$ cat src/grw_pkg.sv
// Shared types and constants for the grid ray wall marcher.
// Used by the controller, the datapath and the top level; depends on nothing.
package grw_pkg;

  // Map geometry: 64 x 64 cells, 16384 world units per cell, 14 fraction bits.
  localparam int unsigned MAP_DIM    = 64;
  localparam int unsigned MAP_AW     = 6;
  localparam int unsigned CELL_SHIFT = 14;
  localparam int unsigned RAM_DEPTH  = MAP_DIM * MAP_DIM;
  localparam int unsigned RAM_AW     = 2 * MAP_AW;

  // Working widths of the march coordinates and the distance unit.
  localparam int unsigned COORD_W  = 22;
  localparam int unsigned STEP_W   = 21;
  localparam int unsigned ABS_W    = 22;
  localparam int unsigned SQ_W     = 46;
  localparam int unsigned ROOT_W   = 23;
  localparam int unsigned ROOT_CW  = 5;
  localparam int unsigned LIMIT_W  = 17;
  localparam int unsigned DIST_W   = 28;

  localparam logic [DIST_W-1:0] NO_HIT_DIST = 28'd256000000;
  localparam logic [DIST_W-1:0] DIST_MAX    = '1;

  // Command codes of an input transaction.
  localparam logic CMD_WRITE = 1'b0;
  localparam logic CMD_CAST  = 1'b1;

  // Configuration register indexes.
  localparam logic [1:0] REG_MAP_WIDTH  = 2'd0;
  localparam logic [1:0] REG_MAP_HEIGHT = 2'd1;
  localparam logic [1:0] REG_PLAYER_X   = 2'd2;
  localparam logic [1:0] REG_PLAYER_Y   = 2'd3;

  // Commands from the controller to the datapath.
  typedef struct packed {
    logic clr;
    logic wr_cell;
    logic load;
    logic step;
    logic set_hit;
    logic sq_x;
    logic sq_y;
    logic sqrt_start;
    logic out_load;
  } cmd_t;

  // Status from the datapath to the controller.
  typedef struct packed {
    logic clr_last;
    logic in_map;
    logic wall;
    logic limit;
    logic sqrt_busy;
    logic out_free;
  } status_t;

endpackage

$ cat src/grw_ctrl.sv
// Controller state machine of the ray marcher: map clearing, march and distance sequencing.
// Depends on grw_pkg for the command and status structs.
module grw_ctrl (
  input  logic             clk_i,
  input  logic             rst_ni,
  input  logic             in_valid_i,
  input  logic             command_i,
  output logic             in_stall_o,
  input  grw_pkg::status_t status_i,
  output grw_pkg::cmd_t    cmd_o
);

  typedef enum logic [8:0] {
    ST_CLEAR  = 9'b000000001,
    ST_IDLE   = 9'b000000010,
    ST_CHECK  = 9'b000000100,
    ST_TEST   = 9'b000001000,
    ST_SQ_X   = 9'b000010000,
    ST_SQ_Y   = 9'b000100000,
    ST_SQ_GO  = 9'b001000000,
    ST_SQRT   = 9'b010000000,
    ST_FINISH = 9'b100000000
  } state_e;

  state_e state_q, state_d;

  // Next state and commands.
  always_comb begin
    state_d    = state_q;
    cmd_o      = '0;
    in_stall_o = 1'b1;
    unique case (state_q)
      ST_CLEAR: begin
        cmd_o.clr = 1'b1;
        if (status_i.clr_last) begin
          state_d = ST_IDLE;
        end
      end
      ST_IDLE: begin
        in_stall_o = 1'b0;
        if (in_valid_i) begin
          if (command_i == grw_pkg::CMD_CAST) begin
            cmd_o.load = 1'b1;
            state_d    = ST_CHECK;
          end else begin
            cmd_o.wr_cell = 1'b1;
          end
        end
      end
      ST_CHECK: begin
        // The map read for the current cell is issued in this cycle.
        if (status_i.in_map) begin
          state_d = ST_TEST;
        end else begin
          state_d = ST_FINISH;
        end
      end
      ST_TEST: begin
        if (status_i.wall) begin
          cmd_o.set_hit = 1'b1;
          state_d       = ST_SQ_X;
        end else if (status_i.limit) begin
          state_d = ST_FINISH;
        end else begin
          cmd_o.step = 1'b1;
          state_d    = ST_CHECK;
        end
      end
      ST_SQ_X: begin
        cmd_o.sq_x = 1'b1;
        state_d    = ST_SQ_Y;
      end
      ST_SQ_Y: begin
        cmd_o.sq_y = 1'b1;
        state_d    = ST_SQ_GO;
      end
      ST_SQ_GO: begin
        cmd_o.sqrt_start = 1'b1;
        state_d          = ST_SQRT;
      end
      ST_SQRT: begin
        if (!status_i.sqrt_busy) begin
          state_d = ST_FINISH;
        end
      end
      ST_FINISH: begin
        if (status_i.out_free) begin
          cmd_o.out_load = 1'b1;
          state_d        = ST_IDLE;
        end
      end
      default: begin
        state_d = ST_IDLE;
      end
    endcase
  end

  always_ff @(posedge clk_i or negedge rst_ni) begin
    if (!rst_ni) begin
      state_q <= ST_CLEAR;
    end else begin
      state_q <= state_d;
    end
  end

endmodule

$ cat config.mk
export PLATFORM = sky130hd
export DESIGN_NAME = grw_ctrl
export DESIGN_NICKNAME = d
export VERILOG_FILES = /design/src/grw_pkg.sv /design/src/grw_ctrl.sv
export SDC_FILE = /design/constraint.sdc
export NUM_CORES = 1
export LEC_CHECK = 0
export ABC_CLOCK_PERIOD_IN_PS = 5200
export BUFFER_PORTS_ARGS = -buffer_cell sky130_fd_sc_hd__clkbuf_2
export CAP_MARGIN = 40
export CELL_PAD_IN_SITES_DETAIL_PLACEMENT = 1
export CELL_PAD_IN_SITES_GLOBAL_PLACEMENT = 1
export CORE_MARGIN = 3
export CORE_UTILIZATION = 39
export CTS_CLUSTER_DIAMETER = 200
export DETAILED_ROUTE_END_ITERATION = 8
export GPL_TIMING_DRIVEN = 0
export PLACE_DENSITY_LB_ADDON = 0.1
export SLEW_MARGIN = 15
export SYNTH_ARGS = -nofsm -noshare
export SYNTH_HDL_FRONTEND = slang
export SYNTH_SLANG_ARGS = --single-unit
$ cat constraint.sdc
create_clock -name clk_i -period 5.2 [get_ports clk_i]
set_input_delay 0.52 -clock clk_i [delete_from_list [all_inputs] [get_ports clk_i]]
set_output_delay 0.52 -clock clk_i [all_outputs]
set_load 0.05 [all_outputs]
; ---- Word-level counts from Yosys, hierarchy flattened
; Index checks and enable logic that the tools add are counted.
; Widths: inputs -> output; s select.
[word_totals]
input_bits = 10
reg_bits = 9
wordCells = 40
output_inout_bits = 10
[classes]
eq_ne = 14
muxes = 24
n_reduce_logical = 1
[op_table]
columns = op, count
row1 = $pmux 9 s9, 1
row2 = $mux 9, 8
row3 = $mux 1, 12
row4 = $ne 2x2->1 const B, 5
row5 = $eq 9x1->1 const B, 1
row6 = $eq 9x2->1 const B, 1
row7 = $eq 9x3->1 const B, 1
row8 = $eq 9x4->1 const B, 1
row9 = $eq 9x5->1 const B, 1
row10 = $eq 9x6->1 const B, 1
row11 = $eq 9x7->1 const B, 1
row12 = $eq 9x8->1 const B, 1
row13 = $eq 9x9->1 const B, 1
row14 = $mux 2, 3
row15 = $reduce_and 5->1, 1

; ---- Depth between registers and ports, before layout
; Gate-level depths: netlist of run 1.
[depth]
ltp_word = 3
depth_mapped = 6
depth_no_buf = 4

; ---- Least setup slack after synthesis of run 1
; OpenSTA, ideal clock, no wires.
[synth_timing]
path_kind = register to output
from = register state_q[2]
to = output port cmd_o[7] (netlist name)
t_arrival_ps = 3073
required_ps = 4680
slack_ps = 1607
stages_incl_launch_ff = 5
n_path_buf = 1
path_cell_list = dfrtp_1 > buf_6 > or4_4 > nand4b_1 > nor3b_1
[synth_lines]
columns = item, line
row1 = "start, declared", grw_ctrl.sv:25  ; state_e state_q, state_d;
row2 = "start signal, assigned", grw_ctrl.sv:102  ; state_q <= state_d;
row3 = "end, declared", grw_ctrl.sv:10  ; output grw_pkg::cmd_t cmd_o

==> flow_summary.toml, run 1 <==
[yosys]
synthFlopType = "dfrtp_1"
synth_adder_area_share_pct = 0
ys_ff_latch = 9
avgSynthCellArea_um2 = 9.101
synth_area_leaders = "dfrtp_1 30%, nor4_1 10%, or4_4 6.8%"
synth_xor_area_share_pct = 1.318
yosysWarnings = 0
yosys.area_share.simple_pct = 43.50
syn_nets = 83
synth_mux_area_share_pct = 1.507
synth_top_area_share_pct = 30.13
ys_seq_area_share_pct = 34.09
yosysTopAreaCell = "dfrtp_1"
synth_compound_area_share_pct = 12.62
synthArstFlopShare_pct = 100.0
synth_edf_count = 0
syn_inst = 73
synth_top_family_by_area = "simple AND/OR/NAND/NOR gates"
ys_types = 33
syn_area_um2 = 664.4

[floorplan]
die_height_um = 47.28
coreArea_um2 = 1559
rows = 14
die_width_um = 47.28
fp.dieArea_um2 = 2235
start_util_pct = 42.62
boundaryPins = 20

[routing]
wl_per_cell_um = 14.97
drt_iter0_markers = 7
drcViolationCount = 0
ant_nets = 0
wirelength_um = 1677
first_pass_iters = 4
via_per_inst = 5.830
num_vias = 653

[worst_setup_path]
arrival_ps = 2380
worst-setup-path-type = "flop to primary output"
cp_cell_sequence = "buf_6 -> or4_4 -> nand2b_4 -> or3_1 -> nor4_2 -> clkbuf_2"
r2r_end = "state_q[1]$_DFFE_PN0P_"
worstReg2RegStart = "state_q[5]$_DFFE_PN0P_"
path_max_fanout = 9
rr_worst_depth = 4
required_ps = 4680
crit_buf_inv = 2
cpPeakStageDelay_ps = 570
endpoint_kind = "primary output"
critPathSlowestCell = "or4_4"
rrSetupSlack_ps = 3230
start_kind = "flop"
cp_top_family = "simple AND/OR/NAND/NOR gates"

[finish]
top_register = "state_q"
reg_top3 = "state_q (9)"
final_nets = 107
largest_reg_flops = 9
drive_above_1_share_pct = 35.42
area.growth.synth_to_final_pct = 21.28
diodes = 0

[sta]
tns_ps = 0
setup_viol = 0
rsz0062_at_grt = "false"
max_freq_mhz = 344.8
finalHoldViolCount = 0
timing.hold.ws_ps = 98.91
period_minus_slack_ps = 2900
min_period_over_period_pct = 55.77
slew_viol_final = 0
finalClockSkew_ps = 4.314
tightest_slew_ps = 409.4
relSlewSlack_pct = 72.60

[grt]
grt_max_degree = 11
grt_overflow_total = 0
grt_pass1_vias = 594
top_usage_layer = "met2"
antenna_found_initial = 0
grt_pass1_wl_um = 2642
use_met1_pct = 22.71
track_usage_pct = 17.34
gr-usage-met2_pct = 26.20
use_met3_pct = 3.448

[run_status]
outcome = "finished, final reports clean"

[clock_network]
cts.path.max_buffers = 2
cts_tree = "yes"
hold_buffers = 0
path_clk_slew_ps = 70
clkSinkCount = 9
insertion_delay_ps = 270
root_buffer = "clkbuf_4"
cts_max_level = 1
ctsResizeCount = 0
post_cts_buffers = 0
cts_made_buffers = 3

[power_and_ir_drop]
power.internal_uw = 180.9
powerDensity_nw_per_um2 = 416.6
leakage_nw = 0.3504
ir_drop_v = 0.0002948
clockPowerShare_pct = 17.4
p_comb_share_pct = 57.1
share_seq_of_total_power_pct = 25.5
switching_share_pct = 46.12
switchingPower_uw = 154.8

[worst_hold_path]
holdCritPathClass = "input pin to asynchronous set/reset pin"

[job]
cap_violations = 0

[placement]
place_hpwl_um = 1282
io_buffers = 19
place.gp.congestion = 0.7771
==> synth_stat cells (2+ instances only) <==
cell	number
a21oi_1	4
buf_4	2
dfrtp_1	8
inv_1	3
nand2_1	4
nand2b_1	3
nand3b_1	3
nor2_1	4
nor3_1	2
nor3b_1	2
nor4_1	11
o21ai_0	2
or3_1	2
or4_4	4
==> power by group through the flow <==
stage          Clock, mW  Combinational, mW  Sequential, mW
2_1_floorplan          0              0.153          0.0854
3_3_place_gp           0              0.189          0.0865
3_5_place_dp           0              0.192          0.0867
4_1_cts           0.0610              0.193          0.0854
5_1_grt           0.0658              0.208          0.0864
6_report          0.0584              0.192          0.0855
==> metal layers <==
layer	up-vias	part of all wire, %
met1	307	48
met3	5	4.4
met4	0	2.9
met2	15	44
li1	326	-
met5	-	0
==> cells by family (layout without fill, tap and decap cells) <==
kind of cell / after synthesis / count (layout)
DFF: 9 / 9
AOI/OAI and AO/OA: 12 / 12
buffers and inverters: 8 / 31
xor gates and xnor gates: 1 / 1
and+or+nand+nor: 42 / 42
muxes: 1 / 1
==> cell type report <==
cell class	count	area [µm²]
Fill cell	195	753.2
Multi-Input combinational cell	56	391.6
Sequential cell	9	226.5
Timing Repair Buffer	19	95.09
Buffer	5	35.03
Clock buffer	4	26.28
Tap cell	16	20.02
Inverter	3	11.26
==> how the worst max path moves through the flow <==
| stage | start | end | slack, ps | cells after the start |
|---|---|---|---|---|
| 5_1_grt | state_q[2]$_DFFE_PN0P_ | cmd_o[5] | 2210 | 6 |
| 4_1_cts | state_q[2]$_DFFE_PN0P_ | cmd_o[5] | 2290 | 6 |
| 6_report | state_q[2]$_DFFE_PN0P_ | cmd_o[5] | 2300 | 6 |
| 2_1_floorplan | state_q[2]$_DFFE_PN0P_ | cmd_o[7] | 1610 | 4 |
| 3_5_place_dp | state_q[2]$_DFFE_PN0P_ | cmd_o[5] | 2590 | 6 |
| 3_3_place_gp | state_q[2]$_DFFE_PN0P_ | cmd_o[5] | 2620 | 6 |
==> per-stage QoR <==
step,utilization [%],instances,setup slack [ps],area (µm²),power [mW]
6_report,51.69,112,2300,805.8,0.3357
5_1_grt,51.69,112,2214,805.8,0.3602
4_1_cts,51.69,112,2287,805.8,0.3389
3_5_place_dp,50.00,108,2589,779.5,0.2787
3_3_place_gp,50.00,108,2617,779.5,0.2750
2_1_floorplan,-,73,1607,664.4,0.2388
==> cells in the final DEF, fill, tap and decap left out, types with 3 or more instances in the layout <==
| cell type | n |
|---|---|
| clkbuf_2 | 19 |
| nor4_1 | 11 |
| a21oi_1 | 4 |
| or4_4 | 4 |
| nand2b_1 | 3 |
| nand2_1 | 4 |
| nand3b_1 | 3 |
| clkbuf_4 | 3 |
| inv_1 | 3 |
| dfrtp_1 | 8 |
| nor2_1 | 4 |
Note: power is estimated with default switching activity, not from simulation.
==> run 2, diff against run 1 <==
--- a/config.mk
+++ b/config.mk
@@ -5,13 +5,13 @@
 export SDC_FILE = /design/constraint.sdc
 export NUM_CORES = 1
 export LEC_CHECK = 0
-export ABC_CLOCK_PERIOD_IN_PS = 5200
+export ABC_CLOCK_PERIOD_IN_PS = 2800
 export BUFFER_PORTS_ARGS = -buffer_cell sky130_fd_sc_hd__clkbuf_2
 export CAP_MARGIN = 40
 export CELL_PAD_IN_SITES_DETAIL_PLACEMENT = 1
 export CELL_PAD_IN_SITES_GLOBAL_PLACEMENT = 1
 export CORE_MARGIN = 3
-export CORE_UTILIZATION = 39
+export CORE_UTILIZATION = 36
 export CTS_CLUSTER_DIAMETER = 200
 export DETAILED_ROUTE_END_ITERATION = 8
 export GPL_TIMING_DRIVEN = 0
==> constraint.sdc (replaced) <==
create_clock -name clk_i -period 2.8 [get_ports clk_i]
set_input_delay 0.28 -clock clk_i [delete_from_list [all_inputs] [get_ports clk_i]]
set_output_delay 0.28 -clock clk_i [all_outputs]
set_load 0.05 [all_outputs]
==> flow_summary.toml, run 2 (synthesis gave the netlist of run 1 again) <==
[worst_setup_path]
path_depth = 6
rr_worst_depth = 4
cpPeakStageDelay_ps = 580
path_max_fanout = 9
arrival_ps = 2390
crit_start = "state_q[2]$_DFFE_PN0P_"
required_ps = 2520
rrSetupSlack_ps = 840
r2r_end = "state_q[1]$_DFFE_PN0P_"
endpoint_kind = "primary output"
cp_top_family = "simple AND/OR/NAND/NOR gates"
worst-setup-path-type = "flop to primary output"
cp_cell_sequence = "buf_6 -> or4_4 -> nand2b_4 -> or3_1 -> nor4_2 -> clkbuf_2"
start_kind = "flop"
critPathSlowestCell = "or4_4"
crit_buf_inv = 2
worstReg2RegStart = "state_q[5]$_DFFE_PN0P_"

[finish]
area.growth.synth_to_final_pct = 25.99
largest_reg_flops = 9
final_common_cell = "clkbuf_2"
final_cell_mix = "19 x clkbuf_2, 11 x nor4_1, 8 x dfrtp_1"
final_nets = 108
diodes = 0
drive_above_1_share_pct = 37.11
reg_top3 = "state_q (9)"
top_register = "state_q"

[routing]
wirelength_um = 1774
wl_per_cell_um = 14.66
drt_iter0_markers = 5
first_pass_iters = 4
drcViolationCount = 0
num_vias = 663
ant_nets = 0
via_per_inst = 5.479

[worst_hold_path]
whs_endpoint = "state_q[0]$_DFFE_PN1P_"
min-delay-start = "status_i[5]"
holdCritPathClass = "input pin to flop"
min_path_cells = 2

[clock_network]
clkSinkCount = 9
cts_max_level = 1
cts_tree = "yes"
path_clk_slew_ps = 70
insertion_delay_ps = 270
cts_made_buffers = 3
ctsResizeCount = 0
root_buffer = "clkbuf_4"
cts.path.max_buffers = 2

[sta]
min_period_over_period_pct = 95.34
slew_viol_final = 0
period_minus_slack_ps = 2669
fin_ws_ps = 130.6
finalHoldViolCount = 0
tightest_slew_ps = 404.8
setup_viol = 0
max_freq_mhz = 374.6
finalClockSkew_ps = 5.436
timing.hold.ws_ps = 140.1
relSlewSlack_pct = 72.91
rsz0062_at_grt = "false"

[placement]
place_hpwl_um = 1319
io_buffers = 19
post-place-ws_ps = 440.5
place.gp.congestion = 0.7507

[floorplan]
coreArea_um2 = 1612
die_height_um = 48.96
fp.dieArea_um2 = 2397
die_width_um = 48.96
boundaryPins = 20
rows = 14
start_util_pct = 41.23

[grt]
grt_overflow_total = 0
antenna_found_initial = 0
grt_pass1_wl_um = 3008
grt_pass1_vias = 624
track_usage_pct = 16.68
grt_max_degree = 11

[power_and_ir_drop]
leakage_nw = 0.3568
switchingPower_uw = 297.0
p_comb_share_pct = 57.5
power.internal_uw = 338.2
powerDensity_nw_per_um2 = 758.8
ir_drop_v = 0.0006172
switching_share_pct = 46.76
share_seq_of_total_power_pct = 25.0
clockPowerShare_pct = 17.5

[job]
cap_violations = 0

[run_status]
outcome = "finished, final reports clean"
[run 2: cell types whose count changed in the layout (fill, tap and decap cells not counted)]
cell,before,now
nor4b_2,0,1
nor3b_2,0,1
nor3b_1,2,1
nor4b_1,1,0
dlygate4sd3_1,0,1
[run 2: how the worst max path moves through the flow]
stage | end | slack [ps]
2_1_floorplan | cmd_o[0] | -80
3_3_place_gp | cmd_o[5] | 450
3_5_place_dp | cmd_o[5] | 440
4_1_cts | cmd_o[5] | 120
5_1_grt | cmd_o[5] | 40
6_report | cmd_o[5] | 130
[run 2: timing repair]
| action | 4_1_cts | 5_1_grt |
|---|---|---|
| hold buffers | 1 | 0 |
| buffers inserted | 0 | 0 |
| endpoints found under the hold margin | 8 | 0 |
[run 2: per-stage QoR]
| step | cell area, µm² | power [mW] | TNS [ps] | util, % | cells |
|---|---|---|---|---|---|
| floorplan | 675.6 | 0.4493 | -335.7 | - | 73 |
| global placement | 800.8 | 0.5188 | 0 | 49.69 | 116 |
| detailed placement | 800.8 | 0.5226 | 0 | 49.69 | 116 |
| CTS | 837.1 | 0.6377 | 0 | 51.94 | 121 |
| global route | 837.1 | 0.6824 | 0 | 51.94 | 121 |
| finish | 837.1 | 0.6352 | 0 | 51.94 | 121 |
[run 2: layout make-up]
type                    instances  area (µm²)
repair buffers                 20       105.1
flip-flops and latches          9       226.5
clock buffers                   4       26.28
fillers                       211       774.5
plain buffers                   5       35.03
inverters                       3       11.26
multi-input cells              56       402.9
well taps                      24       30.03
[run 2: power groups by stage]
stage          clock network (mW)  registers, mW  logic (mW)
2_1_floorplan                   0          0.159       0.291
3_3_place_gp                    0          0.160       0.358
3_5_place_dp                    0          0.161       0.361
4_1_cts                     0.113          0.159       0.366
5_1_grt                     0.125          0.161       0.397
6_report                    0.111          0.159       0.365
[run 2: metal layers]
| metal | track usage, % | vias up | routed length [µm] |
|---|---|---|---|
| met5 | 0 | - | 0 |
| met4 | 8.531 | 0 | 23 |
| met3 | 6.422 | 4 | 77 |
| met2 | 23.08 | 14 | 815 |
| met1 | 22.16 | 316 | 858 |
| li1 | - | 329 | - |
==> run 3, diff against run 2 <==
--- a/config.mk
+++ b/config.mk
@@ -5,13 +5,13 @@
 export SDC_FILE = /design/constraint.sdc
 export NUM_CORES = 1
 export LEC_CHECK = 0
-export ABC_CLOCK_PERIOD_IN_PS = 2800
+export ABC_CLOCK_PERIOD_IN_PS = 3300
 export BUFFER_PORTS_ARGS = -buffer_cell sky130_fd_sc_hd__clkbuf_2
 export CAP_MARGIN = 40
 export CELL_PAD_IN_SITES_DETAIL_PLACEMENT = 1
 export CELL_PAD_IN_SITES_GLOBAL_PLACEMENT = 1
 export CORE_MARGIN = 3
-export CORE_UTILIZATION = 36
+export CORE_UTILIZATION = 39
 export CTS_CLUSTER_DIAMETER = 200
 export DETAILED_ROUTE_END_ITERATION = 8
 export GPL_TIMING_DRIVEN = 0
==> constraint.sdc (replaced) <==
create_clock -name clk_i -period 3.3 [get_ports clk_i]
set_input_delay 0.33 -clock clk_i [delete_from_list [all_inputs] [get_ports clk_i]]
set_output_delay 0.33 -clock clk_i [all_outputs]
set_load 0.05 [all_outputs]
==> flow_summary.toml, run 3 (synthesis gave the netlist of run 1 again) <==
[worst_setup_path]
start_kind = "flop"
cp_cell_sequence = "buf_6 -> or4_4 -> nand2b_4 -> or3_1 -> nor4_2 -> clkbuf_2"
path_max_fanout = 9
worst-setup-path-type = "flop to primary output"
critPathSlowestCell = "or4_4"
arrival_ps = 2360
cpPeakStageDelay_ps = 570
endpoint_kind = "primary output"
required_ps = 2970

[power_and_ir_drop]
ir_drop_v = 0.0005701
powerDensity_nw_per_um2 = 649.9
leakage_nw = 0.3563

[clock_network]
cts.path.max_buffers = 2
cts_tree = "yes"
post_cts_buffers = 0
cts_made_buffers = 3
insertion_delay_ps = 260
root_buffer = "clkbuf_4"
clkSinkCount = 9
cts_max_level = 1
path_clk_slew_ps = 70

[finish]
largest_reg_flops = 9
reg_top3 = "state_q (9)"
drive_above_1_share_pct = 36.08
final_area_um2 = 820.8
final_cell_mix = "19 x clkbuf_2, 11 x nor4_1, 8 x dfrtp_1"
area.growth.synth_to_final_pct = 23.54
final-instance-count-excl-fill = 113
final_nets = 108
top_register = "state_q"
final_common_cell = "clkbuf_2"
diodes = 0

[sta]
slew_viol_final = 0
finalHoldViolCount = 0
tightest_slew_ps = 417.3
period_minus_slack_ps = 2691
tns_ps = 0
min_period_over_period_pct = 81.53
setup_viol = 0
finalClockSkew_ps = 1.235
rsz0062_at_grt = "false"
relSlewSlack_pct = 72.08
max_freq_mhz = 371.7

[routing]
ant_nets = 0
first_pass_iters = 4
wl_per_cell_um = 15.80
num_vias = 674
drt_iter0_markers = 8
drcViolationCount = 0
wirelength_um = 1785
via_per_inst = 5.965

[floorplan]
fp.dieArea_um2 = 2235
start_util_pct = 42.62
boundaryPins = 20
die_width_um = 47.28
rows = 14
die_height_um = 47.28
coreArea_um2 = 1559

[grt]
grt_pass1_wl_um = 2684
gr-usage-met2_pct = 29.14
use_met3_pct = 3.448
antenna_found_initial = 0
grt_overflow_total = 0
top_usage_layer = "met2"
grt_pass1_vias = 605
grt_max_degree = 11
track_usage_pct = 17.36
use_met1_pct = 21.59

[placement]
dpl.cell_count = 108
place_hpwl_um = 1361
io_buffers = 19
place.gp.congestion = 0.7549
dpl_cell_area_um2 = 784.5

[run_status]
outcome = "finished, final reports clean"

[job]
cap_violations = 0

[worst_hold_path]
holdCritPathClass = "input pin to flop"
[run 3: final cells by class]
type / count / area, µm²
plain buffers: 5 / 35.03
clock buffers: 4 / 26.28
fillers: 212 / 738.2
inverters: 3 / 11.26
multi-input cells: 56 / 396.6
flip-flops and latches: 9 / 226.5
well taps: 16 / 20.02
repair buffers: 20 / 105.1
[run 3: final timing paths]
kind                                         from                      to  slack (ps)  cells after the start
setup reg to reg           state_q[2]$_DFFE_PN0P_  state_q[1]$_DFFE_PN0P_        1310                      5
min in group asynchronous                  rst_ni  state_q[6]$_DFFE_PN0P_         480                      2
hold / removal                        status_i[5]  state_q[0]$_DFFE_PN1P_         200                      2
setup / recovery           state_q[2]$_DFFE_PN0P_                cmd_o[5]         610                      6
hold reg to reg            state_q[0]$_DFFE_PN1P_  state_q[0]$_DFFE_PN1P_         550                      2
max in group asynchronous                  rst_ni  state_q[0]$_DFFE_PN1P_        2560                      2
[run 3: critical path: cells and delay by family, from the launching register on]
family	cells	cell delay [ps]
AND/OR/NAND/NOR	4	1280
buffers and inverters	2	450
flip-flops	1	370
[run 3: timing repair]
action	CTS	global route
gates resized for setup	0	0
endpoints found under the hold margin	8	0
hold buffers	1	0
[run 3: per-stage QoR]
stage | power, mW | hold slack [ps] | util, % | setup WS, ps
floorplan | 0.3786 | 34.41 | - | 226.0
CTS | 0.5378 | 198.5 | 52.65 | 587.8
global placement | 0.4357 | 207.8 | 50.32 | 906.8
detailed placement | 0.4474 | 214.8 | 50.32 | 877.8
global route | 0.5718 | 212.7 | 52.65 | 516.1
finish | 0.5334 | 203.7 | 52.65 | 609.5
[run 3: where the power goes]
part           leakage, nW  total (mW)  switching, mW  internal, mW
logic                0.224       0.310          0.196         0.114
registers            0.117       0.135        0.00868         0.126
clock network       0.0150      0.0885         0.0419        0.0466
[run 3: routing by layer]
metal	vias to the layer above	share of wire [%]
li1	332	-
met1	328	46
met2	12	49
met3	2	4.1
met4	0	0.73
met5	-	0
